--- config.mk ---
export PLATFORM = sky130hd
export DESIGN_NAME = streaming_difference_integrate_core
export DESIGN_NICKNAME = d
export VERILOG_FILES = /design/src/rtl/sdi_pkg.sv /design/src/rtl/streaming_difference_integrate_core.sv
export VERILOG_INCLUDE_DIRS = /design/src /design/src/rtl
export SDC_FILE = /design/constraint.sdc
export NUM_CORES = 1
export LEC_CHECK = 0
export BUFFER_PORTS_ARGS = -buffer_cell sky130_fd_sc_hd__buf_4
export CAP_MARGIN = 5
export CORE_UTILIZATION = 50
export CTS_CLUSTER_DIAMETER = 200
export CTS_CLUSTER_SIZE = 14
export DETAILED_ROUTE_END_ITERATION = 10
export HOLD_SLACK_MARGIN = 0.15
export PLACE_DENSITY = 0.73
export SETUP_SLACK_MARGIN = 0.3
export SYNTH_ARGS = -nofsm -noshare
export SYNTH_HDL_FRONTEND = slang
export SYNTH_SLANG_ARGS = --single-unit
--- constraint.sdc ---
create_clock -name clk -period 6.6 [get_ports clk]
set_clock_uncertainty 0.05 [all_clocks]
set_input_delay 0.66 -clock clk [delete_from_list [all_inputs] [get_ports clk]]
set_output_delay 0.66 -clock clk [all_outputs]
set_load 0.005 [all_outputs]
--- src/rtl/streaming_difference_integrate_core_defines.svh ---
// Assertion macros for the streaming difference/integrate core.
// Each macro expects signals named clk and rst_n in the calling scope.
`ifndef STREAMING_DIFFERENCE_INTEGRATE_CORE_DEFINES_SVH
`define STREAMING_DIFFERENCE_INTEGRATE_CORE_DEFINES_SVH

// Condition holds at every clock edge outside reset.
`define SDI_ASSERT_ALWAYS(label, cond, msg) \
  label: assert property (@(posedge clk) disable iff (!rst_n) (cond)) else $error(msg);

// Consequent holds in the same cycle as the antecedent.
`define SDI_ASSERT_IMPLIES(label, ante, cons, msg) \
  label: assert property (@(posedge clk) disable iff (!rst_n) (ante) |-> (cons)) \
    else $error(msg);

// Consequent holds in the cycle after the antecedent.
`define SDI_ASSERT_NEXT(label, ante, cons, msg) \
  label: assert property (@(posedge clk) disable iff (!rst_n) (ante) |=> (cons)) \
    else $error(msg);

`endif

--- src/rtl/sdi_pkg.sv ---
// Shared constants for the streaming difference/integrate core.
// No dependencies.
package sdi_pkg;

  localparam int DATA_WIDTH_DEF = 32;
  localparam int MAX_ORDER_DEF  = 4;
  localparam int ORD_W          = 3;

  localparam logic             CMD_DIFF  = 1'b0;
  localparam logic             CMD_INTEG = 1'b1;
  localparam logic [ORD_W-1:0] RST_ORDER = 3'd1;

endpackage

--- src/rtl/streaming_difference_integrate_core.sv ---
// Streaming d-th order differencer / integrator with bit-serial saturating datapath.
// Depends on sdi_pkg and streaming_difference_integrate_core_defines.svh.
//
// Usage:
//   in_*  : sample beats; in_tuser[0] = cmd (0 difference, 1 integrate),
//           in_tdata = signed Q16.16 value.
//   out_* : one result beat per input beat; out_tdata = value,
//           out_tuser[0] = result valid, out_tuser[1] = primed.
//   cfg_* : writes diff_order; clears anchors and priming count.
// Passes: each order is one pass of DATA_WIDTH bits through the serial adder;
//   the result then waits in the done state and is loaded into the output register,
//   raising out_tvalid (order 0 goes straight to done). A priming difference stops
//   at the first pass whose anchor is not yet primed. One item is in work at a time.
// Reset: diff_order = 1, anchors and priming count cleared, no result pending.
// Stall: the result register holds until out_tready; a new input is taken
//   meanwhile, and its result waits in the done state until the register frees.
`include "streaming_difference_integrate_core_defines.svh"

module streaming_difference_integrate_core import sdi_pkg::*; #(
  parameter int DATA_WIDTH = DATA_WIDTH_DEF,
  parameter int MAX_ORDER  = MAX_ORDER_DEF,
  localparam int TDATA_W   = ((DATA_WIDTH + 7) / 8) * 8
) (
  input  logic               clk,
  input  logic               rst_n,
  input  logic               in_tvalid,
  output logic               in_tready,
  input  logic [TDATA_W-1:0] in_tdata,   // [DATA_WIDTH-1:0] in_value
  input  logic [0:0]         in_tuser,   // [0] cmd
  output logic               out_tvalid,
  input  logic               out_tready,
  output logic [TDATA_W-1:0] out_tdata,  // [DATA_WIDTH-1:0] out_value
  output logic [1:0]         out_tuser,  // [0] out_valid, [1] is_primed
  input  logic               cfg_valid,
  output logic               cfg_ready,
  input  logic [ORD_W-1:0]   cfg_data
);

  localparam int CNT_W = $clog2(MAX_ORDER + 1);
  localparam int CW    = (CNT_W > ORD_W) ? CNT_W : ORD_W;
  localparam int IW    = (MAX_ORDER > 1) ? $clog2(MAX_ORDER) : 1;
  localparam int BW    = (DATA_WIDTH > 1) ? $clog2(DATA_WIDTH) : 1;
  localparam logic [CW-1:0] MAX_C    = CW'(MAX_ORDER);
  localparam logic [BW-1:0] LAST_BIT = BW'(DATA_WIDTH - 1);
  localparam logic [DATA_WIDTH-1:0] SAT_HI = {1'b0, {(DATA_WIDTH-1){1'b1}}};
  localparam logic [DATA_WIDTH-1:0] SAT_LO = {1'b1, {(DATA_WIDTH-1){1'b0}}};

  typedef enum logic [1:0] {S_IDLE, S_RUN, S_DONE} state_t;

  state_t                state_r;
  logic [ORD_W-1:0]      order_r;
  logic [CW-1:0]         d_r;
  logic [CW-1:0]         pc_r;
  logic [IW-1:0]         idx_r;
  logic [BW-1:0]         bit_r;
  logic                  carry_r;
  logic                  cmd_r;
  logic                  valid_r;
  logic [DATA_WIDTH-1:0] acc_r;
  logic [DATA_WIDTH-1:0] anc_r [MAX_ORDER];
  logic                  out_tvalid_r;
  logic [DATA_WIDTH-1:0] out_value_r;
  logic                  out_valid_r;
  logic                  out_primed_r;

  logic [CW-1:0]         order_ext;
  logic [CW-1:0]         d_eff;
  logic [CW-1:0]         idx_ext;
  logic [CW-1:0]         pc_inc;
  logic                  a_bit;
  logic                  op_b;
  logic                  sum_bit;
  logic                  carry_nxt;
  logic                  ovf;
  logic                  last_bit;
  logic                  last_pass;
  logic                  prime_stop;
  logic                  out_free;
  logic [DATA_WIDTH-1:0] anc_cur;
  logic [DATA_WIDTH-1:0] acc_nxt;
  logic [DATA_WIDTH-1:0] anc_nxt;

  always_comb begin
    order_ext  = CW'(order_r);
    d_eff      = (order_ext > MAX_C) ? MAX_C : order_ext;
    idx_ext    = CW'(idx_r);
    pc_inc     = (pc_r < MAX_C) ? CW'(pc_r + 1'b1) : pc_r;
    anc_cur    = anc_r[idx_r];
    a_bit      = acc_r[0];
    op_b       = (cmd_r == CMD_INTEG) ? anc_cur[0] : ~anc_cur[0];
    sum_bit    = a_bit ^ op_b ^ carry_r;
    carry_nxt  = (a_bit & op_b) | (carry_r & (a_bit ^ op_b));
    last_bit   = (bit_r == LAST_BIT);
    ovf        = last_bit && (a_bit == op_b) && (sum_bit != a_bit);
    acc_nxt    = ovf ? (a_bit ? SAT_LO : SAT_HI) : {sum_bit, acc_r[DATA_WIDTH-1:1]};
    anc_nxt    = (cmd_r == CMD_INTEG) ?
                 (last_bit ? acc_nxt : {sum_bit, anc_cur[DATA_WIDTH-1:1]}) :
                 {a_bit, anc_cur[DATA_WIDTH-1:1]};
    last_pass  = (cmd_r == CMD_DIFF) ? (idx_ext == CW'(d_r - 1'b1)) : (idx_r == '0);
    prime_stop = (cmd_r == CMD_DIFF) && (bit_r == '0) && (pc_r <= idx_ext);
    out_free   = !out_tvalid_r || out_tready;
  end

  assign cfg_ready  = (state_r == S_IDLE);
  assign in_tready  = (state_r == S_IDLE) && !cfg_valid;
  assign out_tvalid = out_tvalid_r;
  assign out_tdata  = TDATA_W'(out_value_r);
  assign out_tuser  = {out_primed_r, out_valid_r};

  always_ff @(posedge clk) begin
    if (!rst_n) begin
      state_r      <= S_IDLE;
      order_r      <= RST_ORDER;
      pc_r         <= '0;
      out_tvalid_r <= 1'b0;
      for (int i = 0; i < MAX_ORDER; i++) begin
        anc_r[i] <= '0;
      end
    end else begin
      if ((state_r == S_DONE) && out_free) begin
        out_tvalid_r <= 1'b1;
      end else if (out_tready) begin
        out_tvalid_r <= 1'b0;
      end
      unique case (state_r)
        S_IDLE: begin
          if (cfg_valid) begin
            order_r <= cfg_data;
            pc_r    <= '0;
            for (int i = 0; i < MAX_ORDER; i++) begin
              anc_r[i] <= '0;
            end
          end else if (in_tvalid) begin
            acc_r   <= in_tdata[DATA_WIDTH-1:0];
            cmd_r   <= in_tuser[0];
            d_r     <= d_eff;
            valid_r <= 1'b1;
            bit_r   <= '0;
            carry_r <= (in_tuser[0] == CMD_DIFF);
            idx_r   <= (in_tuser[0] == CMD_DIFF) ? '0 : IW'(d_eff - 1'b1);
            state_r <= (d_eff == '0) ? S_DONE : S_RUN;
          end
        end
        S_RUN: begin
          if (prime_stop) begin
            anc_r[idx_r] <= acc_r;
            pc_r         <= pc_inc;
            valid_r      <= 1'b0;
            state_r      <= S_DONE;
          end else begin
            acc_r        <= acc_nxt;
            anc_r[idx_r] <= anc_nxt;
            carry_r      <= last_bit ? (cmd_r == CMD_DIFF) : carry_nxt;
            bit_r        <= last_bit ? '0 : BW'(bit_r + 1'b1);
            if (last_bit) begin
              if (last_pass) begin
                state_r <= S_DONE;
                if (cmd_r == CMD_DIFF) begin
                  pc_r <= pc_inc;
                end
              end else begin
                idx_r <= (cmd_r == CMD_DIFF) ? IW'(idx_r + 1'b1) : IW'(idx_r - 1'b1);
              end
            end
          end
        end
        S_DONE: begin
          if (out_free) begin
            out_value_r  <= valid_r ? acc_r : '0;
            out_valid_r  <= valid_r;
            out_primed_r <= (pc_r >= d_r);
            state_r      <= S_IDLE;
          end
        end
        default: begin
          state_r <= S_IDLE;
        end
      endcase
    end
  end

  `SDI_ASSERT_ALWAYS(a_pc_bound, pc_r <= MAX_C, "priming count above max order")
  `SDI_ASSERT_IMPLIES(a_invalid_zero, out_tvalid_r && !out_valid_r, out_value_r == '0,
                      "invalid result carries nonzero value")
  `SDI_ASSERT_NEXT(a_busy_after_accept, in_tvalid && in_tready, state_r != S_IDLE,
                   "core idle right after accepting a beat")

endmodule
==> flow_summary.ini, run 1 <==
[run_status]
outcome = complete, no violations

[setup_path]
cpLargestDelayFamily = simple AND/OR/NAND/NOR gates
data_arrival_time_of_the_critical_path_ns = 4.65
worstSetupStartpointType = flip-flop
timing_worst_setup_path_type = reg2reg
critical_path.n_buffers_inverters = 2
critical_path.max_fanout = 32
path_cells = mux4_2, xnor2_1, inv_1, fa_1, nor4b_4, buf_4, a21oi_1, o21ai_0, mux2i_1, nor2_1
crit_path_max_incr_delay_ns = 1.02
setup.reg_to_reg.worst_slack_ns = 2.22
worst_ep_required_time_ns = 6.87
endpoint_kind = flip-flop
cpMaxStageDelayCell = nor4b_4

[logic_synthesis]
synthTopCellsByArea = edfxtp_1, mux4_2, nor2_1
asyncSetResetFlopFracSynth_pct = 0
synth_unique_cells = 46
syn-mean-instance-area_um2 = 12.6
netlist_top_cells_count = edfxtp_1, nor2_1, nand2_1
yosysWarningCount = 0
ys_dominant_reg_cell = edfxtp_1
cell_count_after_synthesis = 797
synth.ff_latch_count = 218
seq_area_frac_synth_pct = 63.9
synth_top_area_share_pct = 61.8
synth.largest_area_cell = edfxtp_1
synthesis.area_mm2 = 0.0101
number_of_synthesized_flops_with_an_enable_pin = 207
synth_nets = 851
synth.most_common_cell = edfxtp_1

[power]
power_density_mw_per_mm2 = 308
total_power_after_layout_mw = 3.48
power_report.internal_total_mw = 2.54
clockPowerShare_pct = 28.4
comb_power_share_pct = 19.0
power_frac_seq_pct = 52.6
power.ir.vdd_worst_uv = 159
power.switching_fraction_pct = 27.1
netSwitchingPower_uw = 944
power_leakage_nw = 4.19

[route]
detail_route.drc_violations = 0
totalWireLength_mm = 21.4
drtAntennaViolNets = 0
via_count = 6345
drt_iter0_drc = 615
detail_route.wl_per_cell_um = 19.2
firstDrtPassIters = 5
vias_per_cell = 5.69

[grt]
antenna_found_initial = 0
first_pass_grt_wire_length_mm = 33.4
maximum_number_of_pins_on_one_net_before_global_route_repair = 65
globalRouteTotalUtil_pct = 21.3
globalRouteOverflowTotal = 0
grt_pass1_vias = 6246

[timing]
report.final.setup_viol = 0
period_needed_ns = 4.38
layout_setup_ws_ns = 2.22
final_hold_viol_count = 0
tightest_slew_ns = 1.15
fin_crit_sh_pct = 66.4
max_freq_mhz = 228
grt_setup_unrepaired = no
timing_max_transition_violations_final = 0
maxSlewHeadroom_pct = 23.2
setup_tns_ns = 0

[cts]
clk_transition_reported_paths_ns = 0.07
total_of_hold_buffers_inserted_after_clock_tree_synthesis = 0
worstSkewPairLatency_ns = 0.48
htree_num_levels = 1
tritoncts = yes
clock-sinks = 218
postCtsSetupBuffers = 0
cts_resized = 0
cts_buffers = 19
clk_path_buf_depth = 3
clock_tree.root_cell = clkbuf_16

[floorplanning]
die_h_um = 144
row_count = 51
design.core.area_mm2 = 0.0196
ioPinCount = 78
die_area_mm2 = 0.0207
floorplan.initialDensity_pct = 51.4
die_x_um = 144

[placement]
place_worst_setup_slack_ns = 2.35
portBuffers = 77
globalplace.congestion = 0.743
dp_hpwl_mm = 12.5
postPlaceCellArea_mm2 = 0.0108

[worst_hold_path]
holdCritPathClass = in2reg
worstHoldStart = in_tuser

[final_layout]
layout.nets = 900
final.fill_count = 1590
post_route_cells_drive_above_1_share_pct = 17.9
syn_to_final_growth_pct = 12.4
final_core_util_pct = 57.8
antenna_cells_inserted = 0
finalInstanceArea_mm2 = 0.0113

[flow_run]
timing.max_cap.violations = 0
==> power groups by stage <==
stage	Sequential, mW	Clock, mW	Combinational (mW)
floorplan	1.80	0	0.522
global placement	1.85	0	0.652
detailed placement	1.86	0	0.665
CTS	1.83	1.01	0.670
global route	1.85	1.05	0.733
finish	1.83	0.988	0.662
==> area by class of cell <==
type                    instances  area (µm²)  area share, %
well taps                     265         332           2.93
repair buffers                 85         638           5.64
multi-input cells             504        3330           29.4
flip-flops and latches        218        6440           56.9
clock inverters                 1        8.76         0.0774
inverters                      18        67.6          0.597
clock buffers                  25         498           4.40
==> placed cells by master, fill, tap and decap left out, drive strengths merged, types with 2 or more instances in the layout <==
cell    instances
nor2b           6
edfxtp        207
o21ai          72
clkbuf         25
a21oi          39
xor2            3
and2           34
buf            85
nor2          138
nand3           9
mux4           32
dfxtp          11
nand2          81
xnor2           5
nor4b           2
a21boi          3
nand2b          6
a21o            2
mux2            2
nor3            4
mux2i          35
inv            18
and3            3
ha             12
==> path summary, 6_finish.rpt <==
path / endpoint / depth (start not counted)
worst min register to register: order_ext[0] / 2
worst max register to register: anc_r[3][6] / 10
worst min-delay path: cmd_r / 1
worst max-delay path: anc_r[3][6] / 10
==> flip-flops by register name, summed over array words and instances (netlist names), named ones only <==
signal and flops:
carry_r 1, out_primed_r 1, valid_r 1, pc_r 3
out_tvalid 1, d_r 3, idx_r 2, cmd_r 1
out_tdata 32, state_r 2, acc_r 32, anc_r 128
out_valid_r 1, bit_r 5, order_ext 3
==> cell families (layout without fill, tap and decap cells) <==
logic type / Yosys count / count (layout) / synth area share (%)
and+or+nand+nor: 291 / 291 / 12.7
DFF: 218 / 218 / 63.9
AOI/OAI and AO/OA: 123 / 123 / 6.69
buffers and inverters: 75 / 129 / 3.41
muxes: 69 / 69 / 10.9
adders and majority gates: 13 / 13 / 1.69
xor gates and xnor gates: 8 / 8 / 0.696
==> layer usage <==
layer / wire (µm) / vias to the layer above / GRT usage (%)
li1: - / 2948 / -
met1: 8990 / 3141 / 27.9
met2: 10800 / 224 / 37.5
met3: 1270 / 32 / 2.73
met4: 321 / 0 / 5.10
met5: 0 / - / 0
==> through the flow <==
step | std cells | hold WS, ns
floorplan | 797 | 0.392
global placement | 1090 | 0.404
detailed placement | 1090 | 0.411
CTS | 1116 | 0.333
global route | 1116 | 0.332
finish | 1116 | 0.349
==> worst register-to-register path, stage by stage (launching register included) <==
cell     delay (ns)
dfxtp_2        0.92
mux4_2         0.43
xnor2_1        0.20
inv_1          0.08
fa_1           0.53
nor4b_4        1.02
buf_4          0.38
a21oi_1        0.08
o21ai_0        0.20
mux2i_1        0.17
nor2_1         0.15
(Power assumes the default switching activity.)
==> run 2, diff against run 1 <==
- clock period: 6.6 -> 4.45 ns (I/O delays scaled with it)
==> flow_summary.ini, run 2 (same netlist as run 1, synthesis figures left out) <==
[floorplanning]
die_x_um = 144
floorplan.initialDensity_pct = 51.4
design.core.area_mm2 = 0.0196
die_h_um = 144
ioPinCount = 78
die_area_mm2 = 0.0207
row_count = 51

[timing]
report.final.setup_viol = 0
maxSlewHeadroom_pct = 24.0
setup_tns_ns = 0
layout_setup_ws_ns = 1.00
period_needed_ns = 3.45
timing_max_transition_violations_final = 0
final_hold_viol_count = 0
max_freq_mhz = 290
fin_crit_sh_pct = 77.4
tightest_slew_ns = 1.14
grt_setup_unrepaired = no

[cts]
clk_path_buf_depth = 3
cts_buffers = 19
postCtsSetupBuffers = 0
worstSkewPairLatency_ns = 0.49
clock-sinks = 218
clock_tree.root_cell = clkbuf_16
tritoncts = yes
clk_transition_reported_paths_ns = 0.07
total_of_hold_buffers_inserted_after_clock_tree_synthesis = 2
htree_num_levels = 1
cts_resized = 0

[final_layout]
commonest_non_fill_non_tap_cell_in_the_layout = edfxtp_1
layout.nets = 911
largest_register_ffs = 128
instances_no_fill = 1127
final.fill_count = 1597
final_core_util_pct = 58.1
antenna_cells_inserted = 0
post_route_cells_drive_above_1_share_pct = 17.7
syn_to_final_growth_pct = 13.1
layout_common_cells = edfxtp_1, nor2_1, buf_4
largest_register = anc_r

[setup_path]
endpoint_kind = flip-flop
critical_path.max_fanout = 20
worstSetupStartpointType = flip-flop
timing_worst_setup_path_type = reg2reg
cpMaxStageDelayCell = a41oi_4
data_arrival_time_of_the_critical_path_ns = 3.62
path_cells = nor2b_1, nand2_1, a41oi_4, buf_4, mux2i_1, nor2_1
worst_ep_required_time_ns = 4.62
crit_path_max_incr_delay_ns = 0.91

[power]
total_power_after_layout_mw = 5.17
power_density_mw_per_mm2 = 454
power_leakage_nw = 4.24
power.ir.vdd_worst_uv = 208

[placement]
dp_hpwl_mm = 12.6
portBuffers = 77
globalplace.congestion = 0.785
dp.cells = 1099
place_worst_setup_slack_ns = 1.12

[route]
via_count = 6364
totalWireLength_mm = 21.4
detail_route.wl_per_cell_um = 19.0
firstDrtPassIters = 5
vias_per_cell = 5.65
drtAntennaViolNets = 0
drt_iter0_drc = 700
detail_route.drc_violations = 0

[grt]
antenna_found_initial = 0
globalRouteOverflowTotal = 0
globalRouteTotalUtil_pct = 22.0
maximum_number_of_pins_on_one_net_before_global_route_repair = 51
first_pass_grt_wire_length_mm = 34.3
grt_pass1_vias = 6485

[flow_run]
timing.max_cap.violations = 0

[run_status]
outcome = complete, no violations

[worst_hold_path]
holdCritPathClass = in2reg
-- run 2: cell count changes in the layout (fill, tap and decap cells not counted), sizes merged --
cell / change
buf: +9
dlygate4sd3: +2
-- run 2: metrics by stage --
step | hold slack, ns | instance area (µm²)
after floorplan | 0.392 | 10100
after detailed placement | 0.424 | 10900
after CTS | 0.159 | 11400
after global placement | 0.407 | 10900
after global routing | 0.170 | 11400
final | 0.169 | 11400
-- run 2: final timing paths --
check             slack, ns         start  depth (start not counted)           end
hold / removal         0.17         rst_n                          2  order_ext[0]
setup reg to reg       1.00    state_r[0]                          6  anc_r[1][16]
hold reg to reg        0.44  order_ext[1]                          2  order_ext[1]
setup / recovery       1.00    state_r[0]                          6  anc_r[1][16]
-- run 2: worst max-delay path, delay by kind of cell (launching register included) --
kind                   cells  cell delay (ns)
flip-flops                 1             0.54
buffers and inverters      1             0.34
multiplexers               1             0.43
AND/OR/NAND/NOR            3             0.89
AO/OA/AOI/OAI              1             0.91
-- run 2: area by class of cell --
type                       count  area [µm²]  share of cell area, %
tap                          265         332                   2.91
timing repair buffer          96         726                   6.38
clock inverter                 1        8.76                 0.0770
sequential                   218        6440                   56.6
multi-input combinational    504        3310                   29.1
inverter                      18        67.6                  0.594
clock buffer                  25         498                   4.38
-- run 2: where the power goes --
group	internal [mW]	switching [mW]
logic	0.428	0.600
clock network	0.779	0.683
registers	2.56	0.115
-- run 2: layer usage --
metal	vias up	GRT usage, %	part of all wire [%]
met3	28	2.73	5.8
met5	-	0	0
met1	3152	28.9	42
met4	0	6.94	1.8
li1	2979	-	-
met2	205	37.8	50
==> run 3, diff against run 2 <==
- PLACE_DENSITY: 0.73 -> 0.76
- clock period: 4.45 -> 3.1 ns (I/O delays scaled with it)
==> flow_summary.ini, run 3 (same netlist as run 1, synthesis figures left out) <==
[run_status]
outcome = finished, violations left
failed_checks = setup timing

[setup_path]
setup.reg_to_reg.worst_slack_ns = -0.06
worstSetupEndpoint = anc_r[0][5]
worst_ep_required_time_ns = 3.28
setup.worst_path.start = anc_r[0][0]
worstSetupStartpointType = flip-flop
timing_worst_setup_path_type = reg2reg
data_arrival_time_of_the_critical_path_ns = 3.35
path_cells = mux4_2, xnor2_2, inv_2, fa_2, nand4b_1, buf_6, buf_12, a21oi_1, o21ai_1, mux2i_1, buf_4, nor2_1
endpoint_kind = flip-flop
crit_path_max_incr_delay_ns = 0.55
worstRegToRegCells = 12
critical_path.n_buffers_inverters = 4
reg2reg_to = anc_r[0][5]
timing.rr.start = anc_r[0][0]
cpMaxStageDelayCell = fa_2
cpLargestDelayFamily = multiplexers
number_of_stages_on_the_worst_setup_path = 12
critical_path.max_fanout = 9

[timing]
setup_tns_ns = -2.21
report.final.setup_viol = 92
max_freq_mhz = 316
layout_setup_ws_ns = -0.0638
fin_crit_sh_pct = 102
grt_setup_unrepaired = yes
final_hold_viol_count = 0
maxSlewHeadroom_pct = 24.4
tightest_slew_ns = 1.13
period_needed_ns = 3.16
timing_max_transition_violations_final = 0

[final_layout]
layout_common_cells = edfxtp_1, nor2_1, buf_4
syn_to_final_growth_pct = 26.1
largest_register_ffs = 128
largest_register = anc_r
antenna_cells_inserted = 0
post_route_cells_drive_above_1_share_pct = 26.8
layout.nets = 992
commonest_non_fill_non_tap_cell_in_the_layout = edfxtp_1

[route]
firstDrtPassIters = 5
drt_iter0_drc = 747
detail_route.drc_violations = 0
drtAntennaViolNets = 0
via_count = 6823
vias_per_cell = 5.61
totalWireLength_mm = 23.6
detail_route.wl_per_cell_um = 19.4

[grt]
groute.layer.met1.usage_pct = 30.3
maximum_number_of_pins_on_one_net_before_global_route_repair = 64
globalRouteOverflowTotal = 0
first_pass_grt_wire_length_mm = 35.6
globalRouteTotalUtil_pct = 22.8
gr-usage-met2_pct = 39.1
antenna_found_initial = 0
grt_pass1_vias = 6693
top_usage_layer = met2
use_met3_pct = 3.30

[power]
power.switching_fraction_pct = 27.8
netSwitchingPower_mw = 2.18
power_report.internal_total_mw = 5.66
power_density_mw_per_mm2 = 618
clockPowerShare_pct = 27.8
power_frac_seq_pct = 49.2
comb_power_share_pct = 23.0
power_leakage_nw = 4.79
power.ir.vdd_worst_uv = 348
total_power_after_layout_mw = 7.84

[floorplanning]
design.core.area_mm2 = 0.0196
ioPinCount = 78
die_x_um = 144
row_count = 51
die_area_mm2 = 0.0207
floorplan.initialDensity_pct = 51.4
die_h_um = 144

[cts]
clk_transition_reported_paths_ns = 0.07
htree_num_levels = 1
tritoncts = yes
cts_buffers = 19
clock-sinks = 218
clock_tree.root_cell = clkbuf_16
clk_path_buf_depth = 3
worstSkewPairLatency_ns = 0.50

[placement]
globalplace.congestion = 0.836
portBuffers = 77
dp_hpwl_mm = 12.8

[worst_hold_path]
holdCritPathClass = in2reg

[flow_run]
timing.max_cap.violations = 0
[run 3: area by class of cell]
class | instances | area [µm²]
Multi-Input combinational cell | 504 | 3720
Tap cell | 265 | 332
Clock buffer | 32 | 524
Clock inverter | 2 | 17.5
Fill cell | 1372 | 6900
Inverter | 18 | 67.6
Timing Repair Buffer | 177 | 1590
Sequential cell | 218 | 6440
[run 3: worst min-delay path by stage]
stage                       from           end  slack (ns)  depth (start not counted)
floorplan               in_tuser         cmd_r        0.36                          0
global placement    order_ext[0]  order_ext[0]        0.41                          2
detailed placement  order_ext[0]  order_ext[0]        0.41                          2
CTS                    in_tvalid    state_r[1]        0.28                          5
global route           in_tvalid    state_r[1]        0.37                          5
finish                 in_tvalid    state_r[1]        0.30                          5
[run 3: power by group through the flow]
stage | combinational (mW) | sequential (mW) | clock (mW)
5_1_grt | 1.98 | 3.89 | 2.31
4_1_cts | 1.69 | 3.83 | 2.21
2_1_floorplan | 1.14 | 3.83 | 0
3_3_place_gp | 1.52 | 3.88 | 0
6_report | 1.80 | 3.86 | 2.18
3_5_place_dp | 1.55 | 3.89 | 0
[run 3: worst min-delay path: cells and delay by family]
kind | cells | cell delay, ns
buffers and inverters | 1 | 0.08
and+or+nand+nor | 2 | 0.25
AOI/OAI and AO/OA | 2 | 0.16
[run 3: through the flow]
step / hold slack [ns] / worst slack (ns) / util [%] / cell area (µm²) / std cells
4_1_cts: 0.278 / -0.0486 / 62.2 / 12200 / 1204
2_1_floorplan: 0.359 / 0.0252 / - / 10200 / 797
6_report: 0.299 / -0.0638 / 64.8 / 12700 / 1216
5_1_grt: 0.365 / -0.236 / 64.8 / 12700 / 1216
3_3_place_gp: 0.405 / 0.0194 / 56.4 / 11000 / 1113
3_5_place_dp: 0.411 / -0.0761 / 56.4 / 11000 / 1113
[run 3: per-layer routing]
metal / routed length [µm] / vias up
met2: 11900 / 263
met1: 9730 / 3370
met5: 0 / -
met3: 1510 / 41
met4: 475 / 0
li1: - / 3149
[run 3: what timing repair did]
action,4_1_cts,5_1_grt
resized for setup,20,92
setup endpoints to repair,142,159
hold buffers,44,0
hold endpoints to repair,43,0
setup buffers,12,9
pin swaps,3,25
cloned,1,3
